<file path="src/sv/dsvs_pkg.sv">
// Package for the damped spring vertex step block: types, codes and helpers.
// No dependencies; used by the controller, datapath, top level and testbench.
`timescale 1ns / 1ps
package dsvs_pkg;

  localparam int unsigned QFrac = 16;
  localparam int unsigned NumRegs = 8;
  localparam int unsigned CfgIdxW = 3;
  localparam int unsigned CfgDataW = 31;

  // Configuration register indexes
  localparam logic [CfgIdxW-1:0] RegRestLength   = 3'd0;
  localparam logic [CfgIdxW-1:0] RegStiffness    = 3'd1;
  localparam logic [CfgIdxW-1:0] RegDeadBand     = 3'd2;
  localparam logic [CfgIdxW-1:0] RegInverseMass  = 3'd3;
  localparam logic [CfgIdxW-1:0] RegFrictionGain = 3'd4;
  localparam logic [CfgIdxW-1:0] RegDragMoving   = 3'd5;
  localparam logic [CfgIdxW-1:0] RegDragResting  = 3'd6;
  localparam logic [CfgIdxW-1:0] RegSideEnables  = 3'd7;

  typedef struct packed {
    logic        mode;
    logic [31:0] root_x;
    logic [31:0] root_y;
    logic [31:0] root_z;
    logic [15:0] time_step;
    logic [31:0] load_pos_x;
    logic [31:0] load_pos_y;
    logic [31:0] load_pos_z;
    logic [31:0] load_vel_x;
    logic [31:0] load_vel_y;
    logic [31:0] load_vel_z;
  } in_item_t;

  typedef struct packed {
    logic [31:0] new_pos_x;
    logic [31:0] new_pos_y;
    logic [31:0] new_pos_z;
    logic [31:0] new_vel_x;
    logic [31:0] new_vel_y;
    logic [31:0] new_vel_z;
    logic [31:0] force_x;
    logic [31:0] force_y;
    logic [31:0] force_z;
    logic [30:0] distance;
    logic        moving;
  } out_item_t;

  typedef struct packed {
    logic [30:0] rest_length;
    logic [30:0] stiffness;
    logic [30:0] dead_band;
    logic [30:0] inverse_mass;
    logic [30:0] friction_gain;
    logic [30:0] drag_moving;
    logic [30:0] drag_resting;
    logic [1:0]  side_enables;
  } cfg_t;

  // Controller states
  typedef enum logic [3:0] {
    StIdle, StOffset, StSqrt, StDecide, StDiv, StForce, StAccel, StVel, StDrag, StPos,
    StDamp, StOut
  } state_e;

  // Datapath operation codes
  typedef enum logic [3:0] {
    OpNone, OpLoad, OpCapture, OpOffset, OpSqrtInit, OpSqrtStep, OpDecide,
    OpDivInit, OpDivStep, OpForce, OpVel, OpDrag, OpPos, OpDamp
  } op_e;

  typedef struct packed {
    op_e        op;
    logic [1:0] axis;
  } cmd_t;

  typedef struct packed {
    logic sqrt_done;
    logic div_done;
    logic moving;
  } stat_t;

  // Saturate a wide signed value to 32 bits
  function automatic logic signed [31:0] sat32(input logic signed [66:0] v);
    logic signed [66:0] hi;
    logic signed [66:0] lo;
    hi = 67'sd2147483647;
    lo = -67'sd2147483648;
    if (v > hi) return 32'sh7fffffff;
    else if (v < lo) return 32'sh80000000;
    else return v[31:0];
  endfunction

endpackage

</file>
<file path="src/sv/dsvs_ctrl.sv">
// Controller state machine sequencing one step through the datapath.
// Depends on dsvs_pkg.
`timescale 1ns / 1ps
module dsvs_ctrl (
  input  logic            clk_i,
  input  logic            rst_ni,
  input  logic            in_valid_i,
  input  logic            in_mode_i,
  output logic            in_ready_o,
  output logic            out_valid_o,
  input  logic            out_ready_i,
  input  dsvs_pkg::stat_t stat_i,
  output dsvs_pkg::cmd_t  cmd_o
);
  import dsvs_pkg::*;

  state_e     state_q, state_d;
  logic [1:0] axis_q, axis_d;

  // Next state
  always_comb begin
    state_d = state_q;
    axis_d  = axis_q;
    unique case (state_q)
      StIdle: begin
        axis_d = 2'd0;
        if (in_valid_i) state_d = in_mode_i ? StOut : StOffset;
      end
      StOffset: state_d = StSqrt;
      StSqrt:   if (stat_i.sqrt_done) state_d = StDecide;
      StDecide: state_d = stat_i.moving ? StDiv : StDrag;
      StDiv:    if (stat_i.div_done) state_d = StForce;
      StForce:  state_d = StAccel;
      StAccel:  state_d = StVel;
      StVel: begin
        if (axis_q == 2'd2) begin
          state_d = StDrag;
          axis_d  = 2'd0;
        end else begin
          state_d = StDiv;
          axis_d  = axis_q + 2'd1;
        end
      end
      StDrag: state_d = StPos;
      StPos:  state_d = StDamp;
      StDamp: begin
        if (axis_q == 2'd2) begin
          state_d = StOut;
          axis_d  = 2'd0;
        end else begin
          state_d = StPos;
          axis_d  = axis_q + 2'd1;
        end
      end
      StOut:   if (out_ready_i) state_d = StIdle;
      default: state_d = StIdle;
    endcase
  end

  // Outputs
  always_comb begin
    cmd_o.op    = OpNone;
    cmd_o.axis  = axis_q;
    in_ready_o  = 1'b0;
    out_valid_o = 1'b0;
    unique case (state_q)
      StIdle: begin
        in_ready_o = 1'b1;
        if (in_valid_i) cmd_o.op = in_mode_i ? OpLoad : OpCapture;
      end
      StOffset: cmd_o.op = OpOffset;
      StSqrt:   cmd_o.op = OpSqrtStep;
      StDecide: cmd_o.op = OpDecide;
      StDiv:    cmd_o.op = stat_i.div_done ? OpNone : OpDivStep;
      StForce:  cmd_o.op = OpForce;
      StAccel:  cmd_o.op = OpNone;   // acceleration register settles
      StVel:    cmd_o.op = OpVel;
      StDrag:   cmd_o.op = OpDrag;
      StPos:    cmd_o.op = OpPos;
      StDamp:   cmd_o.op = OpDamp;
      StOut:    out_valid_o = 1'b1;
      default:  cmd_o.op = OpNone;
    endcase
  end

  always_ff @(posedge clk_i or negedge rst_ni) begin
    if (!rst_ni) begin
      state_q <= StIdle;
      axis_q  <= 2'd0;
    end else begin
      state_q <= state_d;
      axis_q  <= axis_d;
    end
  end
endmodule

</file>
<file path="config.mk">
export PLATFORM = sky130hd
export DESIGN_NAME = dsvs_ctrl
export DESIGN_NICKNAME = d
export VERILOG_FILES = /design/src/sv/dsvs_pkg.sv /design/src/sv/dsvs_ctrl.sv
export SDC_FILE = /design/constraint.sdc
export NUM_CORES = 1
export LEC_CHECK = 0
export ABC_CLOCK_PERIOD_IN_PS = 1300
export BUFFER_PORTS_ARGS = -buffer_cell sky130_fd_sc_hd__buf_4
export CAP_MARGIN = 20
export CORE_MARGIN = 2
export CORE_UTILIZATION = 35
export CTS_CLUSTER_DIAMETER = 40
export DETAILED_ROUTE_END_ITERATION = 10
export REMOVE_ABC_BUFFERS = 1
export SYNTH_ARGS = -nofsm -noshare
export SYNTH_HDL_FRONTEND = slang
export SYNTH_SLANG_ARGS = --single-unit
</file>
<file path="constraint.sdc">
create_clock -name clk_i -period 1.3 [get_ports clk_i]
set_input_delay 0.13 -clock clk_i [delete_from_list [all_inputs] [get_ports clk_i]]
set_output_delay 0.13 -clock clk_i [all_outputs]
set_load 0.03 [all_outputs]
</file>
==> qor.json, run 1 <==
{
  "powerDensity": {"value": 2882, "unit": "nW/µm²"},
  "preCtsSetupSlack": {"value": -109.4, "unit": "ps"},
  "htree_num_levels": {"value": 1},
  "wl_per_cell": {"value": 16.19, "unit": "µm"},
  "vias_per_cell": {"value": 5.535},
  "worst_ep_arrival_time": {"value": 1440, "unit": "ps"},
  "worst-setup-path-type": {"value": "reg2out"},
  "antenna_cells_inserted": {"value": 0},
  "cts_sinks": {"value": 6},
  "worst_slew_margin_rel": {"value": 0.7624},
  "worst_r2r_path_depth": {"value": 5},
  "cp_slowest_stage_delay": {"value": 450, "unit": "ps"},
  "ys_types": {"value": 36},
  "setup_total_negative_slack": {"value": -1802, "unit": "ps"},
  "number_of_maximum_capacitance_violations": {"value": 0},
  "synth_most_common_cell": {"value": "nor2_1"},
  "detail-route-antenna-nets": {"value": 0},
  "failing_checks": {"value": "negative setup slack"},
  "seq_area_frac_synth": {"value": 0.2564},
  "initial_utilization": {"value": 0.3799},
  "finalWeightedCongestion": {"value": 0.9095},
  "number_of_clock_buffers_inserted_by_tritoncts": {"value": 3},
  "grt_antenna_before_repair": {"value": 0},
  "synth-edff-count": {"value": 0},
  "critical_path_peak_fanout": {"value": 9},
  "synth_top_cells_by_area": {"value": "dfrtp_1 26%, buf_6 7.7%, nor2_1 5.8%, a21oi_1 4.3%, nor3b_2 4.3%"},
  "drt_drc_violations_left": {"value": 0},
  "timing.critical_path.from": {"value": "state_q[3]$_DFFE_PN0P_"},
  "finalWorstPathRequiredPeriod": {"value": 1568, "unit": "ps"},
  "max_clock_freq": {"value": 637.8, "unit": "MHz"},
  "ir_worst_vdd": {"value": 1549, "unit": "µV"},
  "totalWireLength": {"value": 2089, "unit": "µm"},
  "final.period_utilization": {"value": 1.206},
  "synthesis_stage_register_bit_count": {"value": 6},
  "grt_first_pass_wirelength": {"value": 3015, "unit": "µm"},
  "buffer_type_at_the_clock_tree_root": {"value": "clkbuf_4"},
  "syn_inst": {"value": 67},
  "fin_ws": {"value": -267.9, "unit": "ps"},
  "cts.clk_slew.worst_paths": {"value": 50, "unit": "ps"},
  "critical-path-slowest-cell": {"value": "dfrtp_2"},
  "rrSetupSlack": {"value": -220, "unit": "ps"},
  "ys.flop_type": {"value": "dfrtp_1"},
  "timing.critical_path.to_type": {"value": "output pin"},
  "critPathTopFamily": {"value": "flip-flops"},
  "synthTopCellsByCount": {"value": "9 x nor2_1, 6 x dfrtp_1, 5 x a21oi_1"},
  "clock_skew": {"value": 6.990, "unit": "ps"},
  "routed-via-count": {"value": 714},
  "place.detailed.instances": {"value": 109},
  "synthesis.area": {"value": 585.6, "unit": "µm²"},
  "crit_buf_inv": {"value": 2},
  "first_global_vias": {"value": 730},
  "ioPinCount": {"value": 16},
  "worstHoldPathType": {"value": "in2async"},
  "count_of_yosys_warnings_during_synthesis": {"value": 0},
  "post-synth-top-area-cell": {"value": "dfrtp_1"},
  "finalMaxSlewViolations": {"value": 0},
  "max_root_sink_buffers": {"value": 2},
  "timing.final.hold_violations": {"value": 0},
  "ys_async_sr_fraction": {"value": 1.000},
  "die_h": {"value": 44.90, "unit": "µm"},
  "worst_ep_required_time": {"value": 1170, "unit": "ps"},
  "drtIter0Drc": {"value": 30},
  "tritonroute_pass_1_iters": {"value": 4},
  "fin_total_pwr": {"value": 0.003174, "unit": "W"},
  "grt_overflow_total": {"value": 0},
  "largest_net_degree_at_the_start_of_global_routing": {"value": 10},
  "post-dp-hpwl": {"value": 1065, "unit": "µm"},
  "timing.rr.start": {"value": "state_q[3]$_DFFE_PN0P_"},
  "all_layer_gr_usage": {"value": 0.2082},
  "io_buffer_count": {"value": 15},
  "layout-drive-gt1-share": {"value": 0.6549},
  "rows": {"value": 14},
  "crit_chain": {"value": "buf_6 > and2b_1 > nor2_1 > o21ai_1 > buf_4"},
  "finalHoldWorstSlack": {"value": 216.0, "unit": "ps"},
  "tritoncts_clock_tree": {"value": "built"},
  "synth_top_area_frac": {"value": 0.2564},
  "grt_setup_unrepaired": {"value": "true"},
  "dieWidth": {"value": 44.90, "unit": "µm"},
  "syn2layout_area_growth": {"value": 88.03, "unit": "%"},
  "num-nets-final": {"value": 123},
  "timing_worst_slew_pin_value": {"value": 355.6, "unit": "ps"},
  "static-leakage-power": {"value": 0.5296, "unit": "nW"},
  "run_status": {"value": "finished, violations left"},
  "worstSetupStartpointType": {"value": "register"},
  "die_area": {"value": 2016, "unit": "µm²"},
  "post_layout_instance_count_excluding_filler_cells": {"value": 129},
  "timing.final.setup_violations": {"value": 11},
  "post_synth.cell_area_avg": {"value": 8.740, "unit": "µm²"},
  "core_area": {"value": 1541, "unit": "µm²"},
  "worstSkewPairLatency": {"value": 250, "unit": "ps"},
  "rr_endpoint": {"value": "state_q[3]$_DFFE_PN0P_"}
}
## worst max path at each step
stage,end,cells after the start
floorplan,in_ready_o,1
global placement,state_q[1]$_DFFE_PN0P_,5
detailed placement,state_q[1]$_DFFE_PN0P_,5
CTS,cmd_o[5],5
global route,cmd_o[5],5
finish,cmd_o[5],5
## sequential cells by signal, indices dropped and copies added (netlist names)
| signal | flops |
|---|---|
| axis_q | 2 |
| state_q | 4 |
## stage by stage
step	utilization	area, µm²
floorplan	-	526.8
global placement	0.5154	794.5
detailed placement	0.5154	794.5
CTS	0.6648	1025
global route	0.7143	1101
finish	0.7143	1101
## cells in the final DEF (no fill, tap or decap), types with 2 or more instances in the layout
master and instances:
mux2_4 2, a21o_1 2, nor2_1 8, buf_4 35
o21ai_1 2, dfrtp_2 3, buf_6 13, o31ai_2 2
inv_1 3, clkbuf_4 3, a21oi_1 3, nor3_4 2
a21oi_2 2, dfrtp_1 3
## report_power, final
group	switching, W	total, W	internal (W)
combinational	0.00123	0.00258	0.00136
sequential	0.000128	0.000411	0.000283
clock	0.0000743	0.000179	0.000105
total	0.00143	0.00317	0.00175
## repair_timing
item                                    in CTS  in global routing
pin swaps                                    5                  6
setup buffers                               14                  2
hold buffers                                 1                  0
resized for setup                           24                 12
endpoints found under the setup margin      10                 10
endpoints found under the hold margin        6                  0
## worst reg2reg max path: cells and delay by family, from the launching register on
family	cells	cell delay, ps
AO/OA/AOI/OAI	2	490
AND/OR/NAND/NOR	1	180
buffers and inverters	2	300
flip-flops	1	450
## per-layer routing
layer / global-route usage / routed length (µm) / vias up / part of all wire
li1: - / - / 332 / -
met1: 0.2494 / 854 / 343 / 0.41
met2: 0.3507 / 1042 / 31 / 0.50
met3: 0.03200 / 105 / 8 / 0.050
met4: 0.1235 / 87 / 0 / 0.042
met5: 0 / 0 / - / 0
## cells by family after synthesis
| family | count (synthesis) | share of synthesized area |
|---|---|---|
| AND/OR/NAND/NOR | 26 | 0.2842 |
| buffers and inverters | 10 | 0.1196 |
| AO/OA/AOI/OAI | 21 | 0.2628 |
| multiplexers | 3 | 0.06196 |
| flip-flops | 6 | 0.2564 |
| XOR/XNOR | 1 | 0.01496 |
## layout make-up
cell class,instances,area (µm²)
Multi-Input combinational cell,51,454.2
Fill cell,107,440.4
Timing Repair Buffer,50,439.2
Sequential cell,6,153.9
Clock buffer,3,22.52
Tap cell,16,20.02
Inverter,3,11.26
Power figures use the tool's default switching activity.
==> inputs of run 2 (changes only) <==
--- a/config.mk
+++ b/config.mk
@@ -6,7 +6,7 @@
 export NUM_CORES = 1
 export LEC_CHECK = 0
 export ABC_CLOCK_PERIOD_IN_PS = 1300
-export BUFFER_PORTS_ARGS = -buffer_cell sky130_fd_sc_hd__buf_4
+export BUFFER_PORTS_ARGS = -buffer_cell sky130_fd_sc_hd__buf_2
 export CAP_MARGIN = 20
 export CORE_MARGIN = 2
 export CORE_UTILIZATION = 35
==> qor.json, run 2 (synthesis gave the netlist of run 1 again) <==
{
  "worst_ep_arrival_time": {"value": 1510, "unit": "ps", "change": "was 1440 ps"},
  "grt_antenna_before_repair": {"value": 0, "change": "unchanged"},
  "rows": {"value": 14, "change": "unchanged"},
  "all_layer_gr_usage": {"value": 0.1948, "change": "was 0.2082"},
  "drt_drc_violations_left": {"value": 0, "change": "unchanged"},
  "layout_common_cells": {"value": "24 x buf_4, 9 x buf_2, 9 x buf_6", "change": "was 35 x buf_4, 13 x buf_6, 8 x nor2_1"},
  "worst_slew_margin_rel": {"value": 0.7339, "change": "was 0.7624"},
  "largest_register_ff_count": {"value": 4, "change": "unchanged"},
  "timing.final.setup_violations": {"value": 11, "change": "unchanged"},
  "clock_skew": {"value": 1.553, "unit": "ps", "change": "was 6.990 ps"},
  "num-nets-final": {"value": 118, "change": "was 123"},
  "totalWireLength": {"value": 1832, "unit": "µm", "change": "was 2089 µm"},
  "htree_num_levels": {"value": 1, "change": "unchanged"},
  "tritonroute_pass_1_iters": {"value": 4, "change": "unchanged"},
  "ioPinCount": {"value": 16, "change": "unchanged"},
  "grt_setup_unrepaired": {"value": "true", "change": "unchanged"},
  "finalMaxSlewViolations": {"value": 0, "change": "unchanged"},
  "static-leakage-power": {"value": 0.4903, "unit": "nW", "change": "was 0.5296 nW"},
  "wl_met2": {"value": 987, "unit": "µm", "change": "was 1042 µm"},
  "first_global_vias": {"value": 638, "change": "was 730"},
  "fin_ws": {"value": -343.7, "unit": "ps", "change": "was -267.9 ps"},
  "core_area": {"value": 1541, "unit": "µm²", "change": "unchanged"},
  "finalWeightedCongestion": {"value": 0.8428, "change": "was 0.9095"},
  "seq_power_share": {"value": 0.136, "change": "was 0.130"},
  "final.period_utilization": {"value": 1.264, "change": "was 1.206"},
  "wl_per_cell": {"value": 14.77, "unit": "µm", "change": "was 16.19 µm"},
  "syn2layout_area_growth": {"value": 77.35, "unit": "%", "change": "was 88.03%"},
  "max_clock_freq": {"value": 608.4, "unit": "MHz", "change": "was 637.8 MHz"},
  "worst_ep_required_time": {"value": 1170, "unit": "ps", "change": "about the same"},
  "finalHoldWorstSlack": {"value": 271.1, "unit": "ps", "change": "was 216.0 ps"},
  "io_buffer_count": {"value": 15, "change": "unchanged"},
  "largest_net_degree_at_the_start_of_global_routing": {"value": 9, "change": "was 10"},
  "cts_sinks": {"value": 6, "change": "unchanged"},
  "most_common_cell_after_layout_fill_and_taps_aside": {"value": "buf_4", "change": "unchanged"},
  "max_root_sink_buffers": {"value": 2, "change": "unchanged"},
  "layout-drive-gt1-share": {"value": 0.6481, "change": "was 0.6549"},
  "dieWidth": {"value": 44.90, "unit": "µm", "change": "unchanged"},
  "finish.utilization": {"value": 0.6737, "change": "was 0.7143"},
  "number_of_clock_buffers_inserted_by_tritoncts": {"value": 3, "change": "unchanged"},
  "detail-route-antenna-nets": {"value": 0, "change": "unchanged"},
  "buffer_type_at_the_clock_tree_root": {"value": "clkbuf_4", "change": "unchanged"},
  "ir_worst_vdd": {"value": 1469, "unit": "µV", "change": "was 1549 µV"},
  "reg_top3": {"value": "state_q (4), axis_q (2)", "change": "unchanged"},
  "worst-setup-path-type": {"value": "reg2out", "change": "unchanged"},
  "initial_utilization": {"value": 0.3799, "change": "unchanged"},
  "drtIter0Drc": {"value": 10, "change": "was 30"},
  "worstSetupStartpointType": {"value": "register", "change": "unchanged"},
  "comb_power_share": {"value": 0.809, "change": "was 0.814"},
  "internal_power": {"value": 0.001653, "unit": "W", "change": "was 0.001746 W"},
  "timing.critical_path.to_type": {"value": "output pin", "change": "unchanged"},
  "number_of_maximum_capacitance_violations": {"value": 0, "change": "unchanged"},
  "worstHoldPathType": {"value": "in2async", "change": "unchanged"},
  "antenna_cells_inserted": {"value": 0, "change": "unchanged"},
  "max_flop_register": {"value": "state_q", "change": "unchanged"},
  "die_area": {"value": 2016, "unit": "µm²", "change": "unchanged"},
  "grt_first_pass_wirelength": {"value": 2787, "unit": "µm", "change": "was 3015 µm"},
  "vias_per_cell": {"value": 5.218, "change": "was 5.535"},
  "die_h": {"value": 44.90, "unit": "µm", "change": "unchanged"},
  "p_clk_frac": {"value": 0.054, "change": "was 0.056"},
  "total_switching_power": {"value": 0.001342, "unit": "W", "change": "was 0.001428 W"},
  "finalWorstPathRequiredPeriod": {"value": 1644, "unit": "ps", "change": "was 1568 ps"},
  "run_status": {"value": "finished, violations left", "change": "unchanged"},
  "grt_overflow_total": {"value": 0, "change": "unchanged"},
  "tritoncts_clock_tree": {"value": "built", "change": "unchanged"},
  "fillerInstances": {"value": 112, "change": "was 107"},
  "worstSkewPairLatency": {"value": 240, "unit": "ps", "change": "was 250 ps"},
  "timing_worst_slew_pin_value": {"value": 396.8, "unit": "ps", "change": "was 355.6 ps"},
  "sw_frac": {"value": 0.4481, "change": "was 0.4499"},
  "failing_checks": {"value": "negative setup slack", "change": "unchanged"},
  "post-dp-hpwl": {"value": 1133, "unit": "µm", "change": "was 1065 µm"},
  "highest_routed_metal_layer": {"value": "met4", "change": "unchanged"},
  "cts.clk_slew.worst_paths": {"value": 40, "unit": "ps", "change": "was 50 ps"},
  "timing.final.hold_violations": {"value": 0, "change": "unchanged"},
  "routed-via-count": {"value": 647, "change": "was 714"},
  "powerDensity": {"value": 2883, "unit": "nW/µm²", "change": "was 2882 nW/µm²"},
  "met3_routed_wl": {"value": 50, "unit": "µm", "change": "was 105 µm"},
  "drt-met1-wl": {"value": 778, "unit": "µm", "change": "was 854 µm"},
  "critical_path_peak_fanout": {"value": 6, "change": "was 9"}
}
[run 2: cell type report]
class	count	area [µm²]	share of cell area
timing repair buffer	45	376.6	0.3626
inverter	3	11.26	0.01084
sequential	6	155.1	0.1494
clock buffer	3	22.52	0.02169
multi-input combinational	51	452.9	0.4361
tap	16	20.02	0.01928
[run 2: what timing repair did]
item,in CTS,in global routing
hold endpoints to repair,6,0
cloned,0,0
buffers inserted,10,4
endpoints found under the setup margin,10,12
hold buffers,1,0
resized for setup,21,18
pin swaps,4,5
[run 2: worst max-delay path: stages, from the launching register on]
cell and delay (ps):
dfrtp_2 430, buf_12 140, buf_12 120, a211oi_1 330, o31ai_2 90, buf_4 170
[run 2: per-layer routing]
layer | vias up | GRT usage
met5 | - | 0
met4 | 0 | 0.07059
met3 | 2 | 0.03600
met2 | 10 | 0.3362
met1 | 309 | 0.2419
li1 | 326 | -
[run 2: through the flow]
stage | setup WS (ps) | std cells | setup TNS (ps) | cell area [µm²] | power (W)
floorplan | -378.5 | 60 | -1595 | 526.8 | 0.001426
global placement | -144.2 | 107 | -619.9 | 767.0 | 0.002061
detailed placement | -153.3 | 107 | -773.8 | 767.0 | 0.002082
CTS | -259.3 | 121 | -1556 | 942.2 | 0.002657
global route | -350.4 | 124 | -2726 | 1039 | 0.003160
finish | -343.7 | 124 | -2153 | 1039 | 0.002994
[run 2: path summary, 6_finish.rpt]
path                                              from                     end  slack, ps  cells past startpoint
worst max-delay path            state_q[3]$_DFFE_PN0P_                cmd_o[2]       -340                      5
worst min-delay path                            rst_ni   axis_q[0]$_DFFE_PN0P_        270                      2
worst max register to register  state_q[3]$_DFFE_PN0P_  state_q[1]$_DFFE_PN0P_       -260                      7
worst min register to register   axis_q[0]$_DFFE_PN0P_   axis_q[1]$_DFFE_PN0P_        590                      1
max in group asynchronous                       rst_ni  state_q[3]$_DFFE_PN0P_        880                      2
min in group clk_i                         out_ready_i  state_q[1]$_DFFE_PN0P_        350                      4
[run 2: power by group through the flow]
stage	Clock, W	Sequential [W]	Combinational (W)
6_report	0.000163	0.000408	0.00242
5_1_grt	0.000180	0.000420	0.00256
4_1_cts	0.000170	0.000383	0.00210
3_5_place_dp	0	0.000418	0.00166
3_3_place_gp	0	0.000419	0.00164
2_1_floorplan	0	0.000537	0.000889
==> inputs of run 3 (changes only) <==
--- a/config.mk
+++ b/config.mk
@@ -12,6 +12,7 @@
 export CORE_UTILIZATION = 35
 export CTS_CLUSTER_DIAMETER = 40
 export DETAILED_ROUTE_END_ITERATION = 10
+export PLACE_DENSITY = 0.69
 export REMOVE_ABC_BUFFERS = 1
 export SYNTH_ARGS = -nofsm -noshare
 export SYNTH_HDL_FRONTEND = slang
==> constraint.sdc (replaced) <==
create_clock -name clk_i -period 1.3 [get_ports clk_i]
set_input_delay 0.26 -clock clk_i [delete_from_list [all_inputs] [get_ports clk_i]]
set_output_delay 0.26 -clock clk_i [all_outputs]
set_load 0.03 [all_outputs]
==> qor.json, run 3 (synthesis gave the netlist of run 1 again) <==
{
  "antenna_cells_inserted": {"value": 0, "change": "unchanged"},
  "cts_sinks": {"value": 6, "change": "unchanged"},
  "detail-route-antenna-nets": {"value": 0, "change": "unchanged"},
  "critical_path_peak_fanout": {"value": 8, "change": "was 6"},
  "vias_per_cell": {"value": 5.520, "change": "was 5.218"},
  "worst-setup-path-type": {"value": "reg2out", "change": "unchanged"},
  "grt_antenna_before_repair": {"value": 0, "change": "unchanged"},
  "worstHoldPathType": {"value": "in2async", "change": "unchanged"},
  "largest_register_ff_count": {"value": 4, "change": "unchanged"},
  "ir_worst_vdd": {"value": 1309, "unit": "µV", "change": "was 1469 µV"},
  "tritonroute_pass_1_iters": {"value": 4, "change": "unchanged"},
  "timing.rr.start": {"value": "state_q[1]$_DFFE_PN0P_", "change": "was state_q[3]$_DFFE_PN0P_"},
  "failing_checks": {"value": "negative setup slack", "change": "unchanged"},
  "die_area": {"value": 2016, "unit": "µm²", "change": "unchanged"},
  "max_clock_freq": {"value": 607.7, "unit": "MHz", "change": "was 608.4 MHz"},
  "wl_per_cell": {"value": 14.71, "unit": "µm", "change": "was 14.77 µm"},
  "num-nets-final": {"value": 121, "change": "was 118"},
  "syn2layout_area_growth": {"value": 75.85, "unit": "%", "change": "was 77.35%"},
  "stdcell_area": {"value": 1030, "unit": "µm²", "change": "was 1039 µm²"},
  "layout-drive-gt1-share": {"value": 0.6396, "change": "was 0.6481"},
  "dieWidth": {"value": 44.90, "unit": "µm", "change": "unchanged"},
  "run_status": {"value": "finished, violations left", "change": "unchanged"},
  "reg_top3": {"value": "state_q (4), axis_q (2)", "change": "unchanged"},
  "worstSkewPairLatency": {"value": 240, "unit": "ps", "change": "about the same"},
  "final.period_utilization": {"value": 1.266, "change": "was 1.264"},
  "timing.final.hold_violations": {"value": 0, "change": "unchanged"},
  "worst_slew_margin_rel": {"value": 0.8434, "change": "was 0.7339"},
  "fin_ws": {"value": -345.6, "unit": "ps", "change": "was -343.7 ps"},
  "first_global_vias": {"value": 670, "change": "was 638"},
  "layout_common_cells": {"value": "26 x buf_4, 12 x buf_6, 9 x buf_2", "change": "was 24 x buf_4, 9 x buf_2, 9 x buf_6"},
  "buffer_type_at_the_clock_tree_root": {"value": "clkbuf_4", "change": "unchanged"},
  "ioPinCount": {"value": 16, "change": "unchanged"},
  "htree_num_levels": {"value": 1, "change": "unchanged"},
  "finish.utilization": {"value": 0.6680, "change": "was 0.6737"},
  "grt_overflow_total": {"value": 0, "change": "unchanged"},
  "worstSetupStartpointType": {"value": "register", "change": "unchanged"},
  "max_root_sink_buffers": {"value": 2, "change": "unchanged"},
  "max_flop_register": {"value": "state_q", "change": "unchanged"},
  "rrSetupSlack": {"value": -270, "unit": "ps", "change": "was -260 ps"},
  "timing_worst_slew_pin_value": {"value": 232.9, "unit": "ps", "change": "was 396.8 ps"},
  "number_of_maximum_capacitance_violations": {"value": 0, "change": "unchanged"},
  "number_of_clock_buffers_inserted_by_tritoncts": {"value": 3, "change": "unchanged"},
  "worst_ep_required_time": {"value": 1040, "unit": "ps", "change": "was 1170 ps"},
  "most_common_cell_after_layout_fill_and_taps_aside": {"value": "buf_4", "change": "unchanged"},
  "post_layout_instance_count_excluding_filler_cells": {"value": 127, "change": "was 124"},
  "routed-via-count": {"value": 701, "change": "was 647"},
  "drt_drc_violations_left": {"value": 0, "change": "unchanged"},
  "totalWireLength": {"value": 1868, "unit": "µm", "change": "was 1832 µm"},
  "post-dp-hpwl": {"value": 1075, "unit": "µm", "change": "was 1133 µm"},
  "die_h": {"value": 44.90, "unit": "µm", "change": "unchanged"},
  "all_layer_gr_usage": {"value": 0.1962, "change": "was 0.1948"},
  "place.detailed.instances": {"value": 111, "change": "was 107"},
  "rows": {"value": 14, "change": "unchanged"},
  "worst_r2r_path_depth": {"value": 6, "change": "was 7"},
  "initial_utilization": {"value": 0.3799, "change": "unchanged"},
  "placed_area": {"value": 772.0, "unit": "µm²", "change": "was 767.0 µm²"},
  "clock_skew": {"value": 0.4874, "unit": "ps", "change": "was 1.553 ps"},
  "tritoncts_clock_tree": {"value": "built", "change": "unchanged"},
  "finalWorstPathRequiredPeriod": {"value": 1646, "unit": "ps", "change": "was 1644 ps"},
  "static-leakage-power": {"value": 0.4917, "unit": "nW", "change": "was 0.4903 nW"},
  "worst_ep_arrival_time": {"value": 1390, "unit": "ps", "change": "was 1510 ps"},
  "rr_endpoint": {"value": "axis_q[0]$_DFFE_PN0P_", "change": "was state_q[1]$_DFFE_PN0P_"},
  "timing.final.setup_violations": {"value": 11, "change": "unchanged"},
  "finalMaxSlewViolations": {"value": 0, "change": "unchanged"},
  "powerDensity": {"value": 2917, "unit": "nW/µm²", "change": "was 2883 nW/µm²"},
  "largest_net_degree_at_the_start_of_global_routing": {"value": 9, "change": "unchanged"},
  "drtIter0Drc": {"value": 12, "change": "was 10"},
  "cts.clk_slew.worst_paths": {"value": 50, "unit": "ps", "change": "was 40 ps"},
  "io_buffer_count": {"value": 15, "change": "unchanged"},
  "core_area": {"value": 1541, "unit": "µm²", "change": "unchanged"},
  "timing.critical_path.to_type": {"value": "output pin", "change": "unchanged"},
  "fin_total_pwr": {"value": 0.003004, "unit": "W", "change": "was 0.002994 W"},
  "grt_first_pass_wirelength": {"value": 2870, "unit": "µm", "change": "was 2787 µm"},
  "fillerInstances": {"value": 110, "change": "was 112"},
  "grt_setup_unrepaired": {"value": "true", "change": "unchanged"},
  "finalWeightedCongestion": {"value": 0.7727, "change": "was 0.8428"}
}
-- run 3: changes by cell type in the layout (fill, tap and decap cells not counted), moves of 2 or more --
cell	change
buf_6	+3
buf_12	-2
buf_4	+2
nor3b_4	-2
o31ai_1	+2
-- run 3: repair_timing --
| item | CTS | global route |
|---|---|---|
| pin swaps | 8 | 2 |
| endpoints found under the hold margin | 6 | 0 |
| setup buffers | 9 | 5 |
| hold buffers | 1 | 0 |
| resized for setup | 25 | 13 |
| endpoints found under the setup margin | 11 | 12 |
-- run 3: worst max path at each step --
| stage | from | to | slack [ps] | cells after the start |
|---|---|---|---|---|
| detailed placement | state_q[3]$_DFFE_PN0P_ | axis_q[0]$_DFFE_PN0P_ | -160 | 5 |
| global route | state_q[3]$_DFFE_PN0P_ | cmd_o[5] | -410 | 5 |
| global placement | state_q[3]$_DFFE_PN0P_ | cmd_o[3] | -130 | 5 |
| CTS | state_q[3]$_DFFE_PN0P_ | cmd_o[3] | -320 | 5 |
| finish | state_q[3]$_DFFE_PN0P_ | cmd_o[5] | -350 | 5 |
| floorplan | state_q[1]$_DFFE_PN0P_ | in_ready_o | -510 | 1 |
-- run 3: cell type report --
type                       count  area [µm²]  share of cell area
inverter                       3       11.26             0.01094
multi-input combinational     51       435.4              0.4228
sequential                     6       155.1              0.1507
timing repair buffer          48       385.4              0.3742
tap                           16       20.02             0.01944
clock buffer                   3       22.52             0.02187
-- run 3: critical path, stage by stage (launching register included) --
cell and delay, ps:
dfrtp_2 480, buf_6 150, and2b_1 170, nor2_1 110, o21ai_1 70, buf_4 170
-- run 3: report_power, final --
group / leakage (nW) / total [W] / switching (W) / internal (W)
sequential: 0.0710 / 0.000459 / 0.000173 / 0.000286
clock: 0.0138 / 0.000169 / 0.0000648 / 0.000104
combinational: 0.407 / 0.00238 / 0.00111 / 0.00126
total: 0.492 / 0.00300 / 0.00135 / 0.00165
-- run 3: layer usage --
layer  vias to the layer above  part of all wire  track usage
met1                       350              0.44       0.2630
li1                        334                 -            -
met5                         -                 0            0
met3                         0             0.043      0.02800
met2                        17              0.52       0.3217
met4                         0                 0      0.07059
-- run 3: through the flow --
step	setup WS [ps]	hold slack [ps]	TNS (ps)
2_1_floorplan	-508.5	-35.59	-2259
3_3_place_gp	-130.5	84.81	-903.9
3_5_place_dp	-158.6	90.95	-1149
4_1_cts	-315.7	379.0	-2374
5_1_grt	-408.1	390.9	-3134
6_report	-345.6	390.7	-2563
